--- src/bsc_pkg.sv ---
// bsc_pkg: shared types and constants for the brush segment clipper
// used by the divider, the top level and the checker
package bsc_pkg;

    localparam int ADDR_W = 5;
    localparam int SW     = 52;
    localparam int DW     = 54;

    localparam logic signed [31:0] ONE_Q     = 32'sd65536;
    localparam logic signed [31:0] NEG_ONE_Q = -32'sd65536;
    localparam logic signed [31:0] GROUND_Y  = 32'sd13107;
    localparam logic signed [31:0] EPSILON_Q = 32'sd6554;
    localparam logic signed [31:0] Q_MAX     = 32'sh7fffffff;
    localparam logic signed [31:0] Q_MIN     = 32'sh80000000;

    typedef enum logic [1:0] {
        OP_START = 2'd0,
        OP_END   = 2'd1,
        OP_BRUSH = 2'd2,
        OP_PLANE = 2'd3
    } t_op;

    typedef enum logic [1:0] {
        MODE_RAY    = 2'd0,
        MODE_BOX    = 2'd1,
        MODE_SPHERE = 2'd2
    } t_mode;

    typedef enum logic [2:0] {
        REG_MODE   = 3'd0,
        REG_RADIUS = 3'd1,
        REG_MIN_X  = 3'd2,
        REG_MIN_Y  = 3'd3,
        REG_MIN_Z  = 3'd4,
        REG_MAX_X  = 3'd5,
        REG_MAX_Y  = 3'd6,
        REG_MAX_Z  = 3'd7
    } t_reg;

    typedef struct packed {
        logic step;
        logic ladder;
        logic ground;
        logic stuck;
        logic coll;
    } t_tflags;

    typedef struct packed {
        logic rej;
        logic gout;
        logic sout;
        logic ladder;
        logic pass;
    } t_bflags;

    typedef struct packed {
        logic                 start;
        logic signed [DW-1:0] num;
        logic signed [DW-1:0] den;
    } t_div_req;

    typedef struct packed {
        logic               done;
        logic signed [31:0] quot;
    } t_div_rsp;

endpackage

--- src/bsc_div.sv ---
// bsc_div: serial restoring divider giving a saturated signed Q16.16 ratio
// depends on bsc_pkg
module bsc_div (
    input  logic              i_clk,
    input  logic              i_rst_n,
    input  bsc_pkg::t_div_req i_req,
    output bsc_pkg::t_div_rsp o_rsp
);
    import bsc_pkg::*;

    typedef enum logic [1:0] {
        D_IDLE,
        D_CHK,
        D_RUN
    } t_dstate;

    t_dstate         r_state;
    logic            r_neg;
    logic [DW-1:0]   r_na;
    logic [DW-1:0]   r_da;
    logic [DW-1:0]   r_rem;
    logic [30:0]     r_sh;
    logic [30:0]     r_q;
    logic [4:0]      r_cnt;
    logic            r_done;
    logic signed [31:0] r_quot;

    logic [DW:0]     n_r2;
    logic            n_bit;
    logic [30:0]     n_q;
    logic            n_sat;

    always_comb begin
        n_r2  = {r_rem, r_sh[30]};
        n_bit = (n_r2 >= {1'b0, r_da});
        n_q   = {r_q[29:0], n_bit};
        n_sat = ({15'd0, r_na} >= {r_da, 15'd0});
    end

    always_ff @(posedge i_clk) begin
        if (!i_rst_n) begin
            r_state <= D_IDLE;
            r_done  <= 1'b0;
        end else begin
            r_done <= 1'b0;
            case (r_state)
                D_IDLE: begin
                    if (i_req.start) begin
                        r_neg   <= i_req.num[DW-1] ^ i_req.den[DW-1];
                        r_na    <= i_req.num[DW-1] ? DW'(-i_req.num) : DW'(i_req.num);
                        r_da    <= i_req.den[DW-1] ? DW'(-i_req.den) : DW'(i_req.den);
                        r_state <= D_CHK;
                    end
                end
                D_CHK: begin
                    if (n_sat) begin
                        r_quot  <= r_neg ? Q_MIN : Q_MAX;
                        r_done  <= 1'b1;
                        r_state <= D_IDLE;
                    end else begin
                        r_rem   <= r_na >> 15;
                        r_sh    <= {r_na[14:0], 16'd0};
                        r_q     <= '0;
                        r_cnt   <= '0;
                        r_state <= D_RUN;
                    end
                end
                D_RUN: begin
                    r_rem <= n_bit ? DW'(n_r2 - {1'b0, r_da}) : DW'(n_r2);
                    r_sh  <= {r_sh[29:0], 1'b0};
                    r_q   <= n_q;
                    r_cnt <= r_cnt + 5'd1;
                    if (r_cnt == 5'd30) begin
                        r_quot  <= r_neg ? -$signed({1'b0, n_q}) : $signed({1'b0, n_q});
                        r_done  <= 1'b1;
                        r_state <= D_IDLE;
                    end
                end
                default: r_state <= D_IDLE;
            endcase
        end
    end

    assign o_rsp.done = r_done;
    assign o_rsp.quot = r_quot;

endmodule

--- config.mk ---
export PLATFORM = sky130hd
export DESIGN_NAME = bsc_div
export DESIGN_NICKNAME = d
export VERILOG_FILES = /design/src/bsc_pkg.sv /design/src/bsc_div.sv
export SDC_FILE = /design/constraint.sdc
export NUM_CORES = 1
export LEC_CHECK = 0
export ABC_AREA = 1
export BUFFER_PORTS_ARGS = -buffer_cell sky130_fd_sc_hd__clkbuf_2
export CELL_PAD_IN_SITES_DETAIL_PLACEMENT = 1
export CELL_PAD_IN_SITES_GLOBAL_PLACEMENT = 1
export CORE_MARGIN = 3
export CORE_UTILIZATION = 25
export CTS_CLUSTER_DIAMETER = 150
export CTS_CLUSTER_SIZE = 12
export DETAILED_ROUTE_END_ITERATION = 12
export PLACE_DENSITY = 0.5
export RECOVER_POWER = 50
export SLEW_MARGIN = 20
export SYNTH_ARGS = -nofsm -noshare
export SYNTH_HDL_FRONTEND = slang
export SYNTH_SLANG_ARGS = --single-unit
--- constraint.sdc ---
create_clock -name i_clk -period 8.8 [get_ports i_clk]
set_clock_uncertainty 0.05 [all_clocks]
set_input_delay 1.32 -clock i_clk [delete_from_list [all_inputs] [get_ports i_clk]]
set_output_delay 1.32 -clock i_clk [all_outputs]
set_load 0.01 [all_outputs]
==> impl_metrics.ini, run 1 <==
[setup_path]
r2r_start = r_state[0]$_SDFFE_PN0P_
worstSetupPathType = reg2reg
worstSetupStartpoint = r_state[0]$_SDFFE_PN0P_
crit_required_ns = 9.11
path_depth = 7
path_max_fanout = 63
critPathArrivalTime_ns = 5.91
rrSetupSlack_ns = 3.20
cp_slowest_cell = ha_1
crit_family = buffers and inverters
critPathMaxStageDelay_ns = 1.66
endpoint_kind = flip-flop
reg2reg_to = r_rem[0]$_DFFE_PP_
timing.critical_path.cells = inv_1 > ha_1 > clkinv_2 > clkbuf_1 > a21oi_1 > o21ai_1 > o21ai_0
worstRegToRegCells = 7
crit_buf_inv = 3
startpoint_type = flip-flop

[power]
max-vdd-ir-drop_mv = 0.141
power.density_mw_per_mm2 = 250
p_leak_uw = 0.00880

[timing]
tns_ns = 0
slew_violations = 300
finalCriticalPeriod_ns = 5.60
slew_headroom = -0.964
tightest_slew_ns = 2.95
fmax_mhz = 179
rsz0062_at_grt = false
final.period_utilization = 0.636
hold_viol = 0
setup_viol = 0

[global_routing]
grt_usage = 0.179
use_met3 = 0.0235
antenna_found_initial = 4
grt.overflow.total = 0
grt_max_degree = 75
grt_pass1_vias = 17465
grt_busiest_layer = met2
grt_pass1_wl_um = 107000
use_met1 = 0.258
grt_use_met2 = 0.287

[floorplanning]
floorplan.initialDensity = 0.253
die_h_um = 278
io_pins = 144
core_area_mm2 = 0.0732
die_area_mm2 = 0.0775
die_w_um = 278
rows = 99

[route]
drt-total-wl_um = 70400
vias_per_cell = 4.72
dr_total_vias = 16511
drc = 0
wl_per_cell_um = 20.1
drtPass1Iterations = 7
postRouteAntennaNets = 0
drtIter0Drc = 926

[flow_run]
cap_violations = 6

[synth]
synth_warnings = 0
async_reset_ff_frac = 0
synthAdderAreaFrac = 0.0692
synth_fp_nets = 2609
synth.ff_latch_count = 248
synth_top_area_cell = edfxtp_1
syn_inst = 2396
synth_top_family_by_area = simple AND/OR/NAND/NOR gates
synth-main-ff-cell = edfxtp_1
synth_compound_area_frac = 0.105
synthSimpleGateAreaFrac = 0.267
muxShareOfSynthArea = 0
synth-xor-area-share = 0.0742
synth-edff-count = 245
synth.area.top_cells = edfxtp_1, nand2_1, inv_1, ha_1, nor2_1
synth.distinct_cells = 57
avgSynthCellArea_um2 = 7.74
netlist_area_mm2 = 0.0185
synth-seq-area-share = 0.400
netlist.area_leader.share = 0.397

[clock_network]
cts_buffer_depth = 3
cts-root-buf = clkbuf_16
htree_levels = 1
cts_setup_buffers = 0
hold_buffers = 0
clk_pin_slew_ns = 0.07
worst_skew_pair.late_latency_ns = 0.58
clkSinkCount = 248
cts_resized = 0
numCtsBuffers = 24
cts_tree = built

[placement]
placement.io_buffers = 143
dp.cells = 3458
hpwl_um = 58100
place.gp.congestion = 0.856

[min_path]
hp-start = r_sh[22]$_DFFE_PP_
hold_path.class = reg2reg
whs_path_depth = 2
min_to = r_sh[23]$_DFFE_PP_

[cells_and_area]
layout_commonest_cell = nand2_1
fill_cells = 8894
layout_common_cells = nand2_1, inv_1, nor2_1
final_util = 0.286
syn_to_final_growth_pct = 13.0
layoutNonFillerInstCount = 3500
drive_above_1_share = 0.0820
nNetsFinal = 2740

[status]
status = finished with violations
violations = capacitance limit, slew limit
==> report_power, final <==
part           internal [uW]  total (uW)  switching [uW]
Combinational            738        2410            1670
Clock                    531        1010             483
Sequential              1670        1820             149
Total                   2940        5250            2300
==> routing by layer <==
metal / vias up / share of wire
li1: 8182 / -
met1: 8022 / 0.50
met2: 242 / 0.45
met3: 65 / 0.038
met4: 0 / 0.021
met5: - / 0
==> cell type report <==
| cell class | instances | area (um2) | share of cell area |
|---|---|---|---|
| tap | 959 | 1200 | 0.0573 |
| clock buffer | 35 | 642 | 0.0306 |
| inverter | 351 | 1320 | 0.0629 |
| antenna | 3 | 7.51 | 0.000358 |
| timing repair buffer | 155 | 779 | 0.0372 |
| multi-input combinational | 1747 | 9540 | 0.455 |
| sequential | 248 | 7420 | 0.354 |
| clock inverter | 2 | 46.3 | 0.00221 |
==> tightest hold or removal path: cells and delay by family (launching register included) <==
kind	cells	cell delay, ns
flip-flops	1	0.33
AND/OR/NAND/NOR	2	0.10
==> synth_stat cells, types with 4 or more instances <==
master    instances
buf_1             7
a31oi_1          10
o21a_1            6
nand3_1         101
o211ai_1         14
buf_2             6
o31ai_1           5
nor3_1           50
xnor2_1          73
edfxtp_1        245
inv_2            10
or2_2             8
o21bai_1          8
nor4_1           25
o21ai_1          42
xor2_1           84
nand2_1         553
a21o_1            6
inv_1           339
buf_6             4
a21oi_1         135
a21oi_2           5
ha_1            101
nand4_1          54
o21ai_2           6
nor2_1          296
nand3b_1          7
o21ai_0          98
nand2_2           9
clkbuf_1         29
nor2_2           13
==> state kept, by name (all words and copies together) (netlist names) <==
name	count
r_cnt	5
r_q	30
r_quot	32
r_done	1
r_rem	54
r_state	2
r_na	54
r_da	54
r_sh	15
r_neg	1
==> cell families (layout without fill, tap and decap cells) <==
group / after synthesis / count (layout)
other: 0 / 3
DFF: 248 / 248
AOI/OAI and AO/OA: 346 / 346
xor gates and xnor gates: 157 / 157
adders and majority gates: 102 / 102
and+or+nand+nor: 1142 / 1142
buffers and inverters: 401 / 543
==> per-stage QoR <==
step	hold WS, ns	setup slack (ns)	instance area, um2	total power (uW)
final	0.479	3.20	21000	5250
after global routing	0.500	2.39	21000	5670
after CTS	0.487	4.46	21000	5290
after detailed placement	0.470	4.46	20300	4250
after global placement	0.456	4.64	20300	4230
after floorplan	0.438	1.74	18500	3450
==> worst max-delay path by stage <==
| stage | to | slack [ns] |
|---|---|---|
| finish | r_rem[0]$_DFFE_PP_ | 3.20 |
| global route | r_rem[11]$_DFFE_PP_ | 2.39 |
| global placement | r_quot[22]$_DFFE_PP_ | 4.64 |
| CTS | r_quot[18]$_DFFE_PP_ | 4.46 |
| detailed placement | r_quot[18]$_DFFE_PP_ | 4.46 |
| floorplan | r_cnt[0]$_SDFFCE_PN0P_ | 1.74 |
Note: power is estimated with default switching activity, not from simulation.
==> run 2, diff against run 1 <==
clock period = 4.91 ns   (was 8.8 ns; I/O delays follow)
==> impl_metrics.ini, run 2 (synthesis results as in run 1) <==
[floorplanning]
core_area_mm2 = 0.0732
die_h_um = 278
io_pins = 144
floorplan.initialDensity = 0.253
die_w_um = 278
die_area_mm2 = 0.0775
rows = 99

[cells_and_area]
layout_common_cells = nand2_1, inv_1, nor2_1
top_regs = r_da (54), r_na (54), r_rem (54)
nNetsFinal = 2745
syn_to_final_growth_pct = 12.5
layout_commonest_cell = nand2_1
final_util = 0.285
drive_above_1_share = 0.0791

[route]
drtIter0Drc = 737
dr_total_vias = 16503
drtPass1Iterations = 4
drt-total-wl_um = 70000
wl_per_cell_um = 20.0
postRouteAntennaNets = 0
drc = 0
vias_per_cell = 4.71

[setup_path]
crit_required_ns = 5.01
critPathArrivalTime_ns = 4.42
startpoint_type = flip-flop
endpoint_kind = flip-flop
worstSetupPathType = reg2reg
worstRegToRegCells = 5
path_max_fanout = 57

[clock_network]
cts-root-buf = clkbuf_16
cts_buffer_depth = 3
htree_levels = 1
cts_resized = 0
cts_tree = built
numCtsBuffers = 24
clk_pin_slew_ns = 0.07
hold_buffers = 0
clkSinkCount = 248
worst_skew_pair.late_latency_ns = 0.57
cts_setup_buffers = 0

[status]
violations = capacitance limit, slew limit
status = finished with violations

[timing]
tns_ns = 0
holdWs_ns = 0.352
slew_headroom = -0.581
finalCriticalPeriod_ns = 4.33
tightest_slew_ns = 2.35
slew_violations = 165
final.period_utilization = 0.881
fin_ws_ns = 0.582
setup_viol = 0
fmax_mhz = 231
rsz0062_at_grt = false
hold_viol = 0

[power]
design_power_total_uw = 9270
p_leak_uw = 0.00877
power.density_mw_per_mm2 = 445
max-vdd-ir-drop_mv = 0.245

[global_routing]
grt_pass1_vias = 17658
grt_max_degree = 71
grt_pass1_wl_um = 108000
grt_usage = 0.179
antenna_found_initial = 5
grt.overflow.total = 0

[min_path]
hold_path.class = in2reg
whs_path_depth = 1

[placement]
placement.io_buffers = 143
place.gp.congestion = 0.889
hpwl_um = 58200
post-place-ws_ns = 0.607

[flow_run]
cap_violations = 4
run 2: per-layer routing:
metal,part of all wire,routed length [um],track usage
met5,0,0,0
met4,0.013,940,0.0307
met1,0.50,34700,0.254
met2,0.46,32200,0.300
met3,0.031,2180,0.0180
run 2: worst max-delay path, stage by stage (launching register included):
cell and delay, ns:
dfxtp_1 0.33, inv_1 0.08, ha_1 0.17, inv_1 0.06, nor3_1 1.79, clkbuf_2 1.36
run 2: power breakdown:
part           internal [uW]  switching, uW  total, uW
sequential              3010            265       3270
combinational           1290           2980       4270
clock                    893            841       1730
run 2: final timing paths:
| path | end | from | slack, ns |
|---|---|---|---|
| setup / recovery | r_da[1]$_DFFE_PP_ | r_state[0]$_SDFFE_PN0P_ | 0.58 |
| hold / removal | r_na[0]$_DFFE_PP_ | i_req[54] | 0.35 |
| setup reg to reg | r_da[1]$_DFFE_PP_ | r_state[0]$_SDFFE_PN0P_ | 0.58 |
| hold reg to reg | r_sh[22]$_DFFE_PP_ | r_sh[21]$_DFFE_PP_ | 0.48 |
run 2: stage by stage:
stage	cells	instance area (um2)
after CTS	3500	21000
after floorplan	2396	18600
after global routing	3501	20900
after global placement	3465	20400
after detailed placement	3465	20400
final	3502	20900
run 2: layout make-up:
type,instances,area (um2)
clock inverter,2,21.3
clock buffer,33,634
inverter,351,1320
sequential,248,7420
multi-input combinational,1747,9490
fill,8906,52400
antenna,2,5.00
timing repair buffer,160,772
tap,959,1200
==> run 3, diff against run 2 <==
CELL_PAD_IN_SITES_DETAIL_PLACEMENT = default   (was 1)
CELL_PAD_IN_SITES_GLOBAL_PLACEMENT = default   (was 1)
PLACE_DENSITY = 0.4   (was 0.5)
==> impl_metrics.ini, run 3 (synthesis results as in run 1) <==
[cells_and_area]
antennaDiodeCount = 0
layout_commonest_cell = nand2_1
drive_above_1_share = 0.0800
layout_common_cells = nand2_1, inv_1, nor2_1
nNetsFinal = 2741
fill_cells = 8014
seqCellArea_mm2 = 0.00742
syn_to_final_growth_pct = 12.8
top_regs = r_da (54), r_na (54), r_rem (54)
multi_input_area_mm2 = 0.00951
final_util = 0.286

[placement]
place.gp.congestion = 0.919
hpwl_um = 53500
placement.io_buffers = 143

[clock_network]
clk_pin_slew_ns = 0.07
cts_setup_buffers = 0
clkSinkCount = 248
htree_levels = 1
cts_tree = built
cts_resized = 0
numCtsBuffers = 24
worst_skew_pair.late_latency_ns = 0.56
cts-root-buf = clkbuf_16
hold_buffers = 0
cts_buffer_depth = 3

[setup_path]
crit_required_ns = 5.16
critPathArrivalTime_ns = 4.39
startpoint_type = flip-flop
endpoint_kind = flip-flop
worstSetupPathType = reg2reg
path_max_fanout = 9

[timing]
setup_viol = 0
tightest_slew_ns = 3.07
tns_ns = 0
slew_headroom = -1.04
final.period_utilization = 0.843
slew_violations = 287
finalCriticalPeriod_ns = 4.14
hold_viol = 0
fmax_mhz = 241
rsz0062_at_grt = false

[route]
dr_total_vias = 16488
postRouteAntennaNets = 0
vias_per_cell = 4.71
drt-total-wl_um = 66100
drc = 0
drtIter0Drc = 1039
drtPass1Iterations = 6
wl_per_cell_um = 18.9

[status]
violations = capacitance limit, slew limit
status = finished with violations

[floorplanning]
die_h_um = 278
die_w_um = 278
die_area_mm2 = 0.0775
rows = 99
core_area_mm2 = 0.0732
floorplan.initialDensity = 0.253
io_pins = 144

[global_routing]
grt_pass1_wl_um = 99400
antenna_found_initial = 1
grt_max_degree = 110
grt_pass1_vias = 16379
grt.overflow.total = 0
grt_usage = 0.166

[flow_run]
cap_violations = 5

[power]
p_leak_uw = 0.00879
power.density_mw_per_mm2 = 444
max-vdd-ir-drop_mv = 0.226

[min_path]
hold_path.class = in2reg
==> run 3: changes by cell type in the layout (fill, tap and decap cells not counted), moves of 2 or more <==
| cell | before | now |
|---|---|---|
| o21ai_0 | 100 | 98 |
| buf_12 | 0 | 2 |
| o21ai_2 | 4 | 6 |
| diode_2 | 2 | 0 |
| buf_4 | 10 | 7 |
| clkinv_2 | 2 | 0 |
==> run 3: metrics by stage <==
stage          hold WS (ns)  cell area [um2]  power (uW)  instances  worst slack (ns)
2_1_floorplan         0.438            18600        6150       2396              1.01
3_3_place_gp          0.457            20400        7540       3461             0.893
3_5_place_dp          0.456            20400        7530       3461             0.780
4_1_cts               0.291            21100        9400       3498             0.769
5_1_grt               0.360            20900        9990       3498             0.369
6_report              0.363            20900        9280       3498             0.769
==> run 3: worst max-delay path, stage by stage (launching register included) <==
cell      delay, ns
edfxtp_1       0.39
inv_1          0.15
ha_1           0.32
nand2_1        0.15
inv_2          0.04
nand2_1        0.15
nor2_1         0.09
nand2_1        0.15
inv_1          0.05
nand2_1        0.14
nand3_1        0.14
nor2_4         0.26
ha_1           0.25
inv_1          0.04
or2_2          0.31
nor3_1         0.43
nand2_1        0.14
o21ai_0        0.29
o21ai_0        0.18
xnor2_1        0.15
==> run 3: layout make-up <==
type / instances / area share
clock buffers: 35 / 0.0307
clock inverters: 2 / 0.00221
inverters: 351 / 0.0630
multi-input cells: 1747 / 0.455
flip-flops and latches: 248 / 0.355
well taps: 959 / 0.0574
repair buffers: 156 / 0.0372
==> run 3: report_power, final <==
part / total, uW / switching [uW] / leakage (uW) / internal [uW]
Combinational: 4200 / 2900 / 0.00616 / 1300
Clock: 1810 / 854 / 0.000330 / 952
Sequential: 3270 / 262 / 0.00230 / 3010
==> run 3: routing by layer <==
metal	global-route usage	share of wire
met1	0.229	0.48
met2	0.275	0.46
met4	0.0421	0.025
met3	0.0212	0.044
met5	0	0
==> run 3: final timing paths <==
check	start	endpoint	slack (ns)	cells past startpoint
max	r_da[42]$_DFFE_PP_	r_quot[18]$_DFFE_PP_	0.77	19
min	i_req[54]	r_na[0]$_DFFE_PP_	0.36	1
max reg2reg	r_da[42]$_DFFE_PP_	r_quot[18]$_DFFE_PP_	0.77	19
min reg2reg	r_sh[17]$_DFFE_PP_	r_sh[18]$_DFFE_PP_	0.48	2
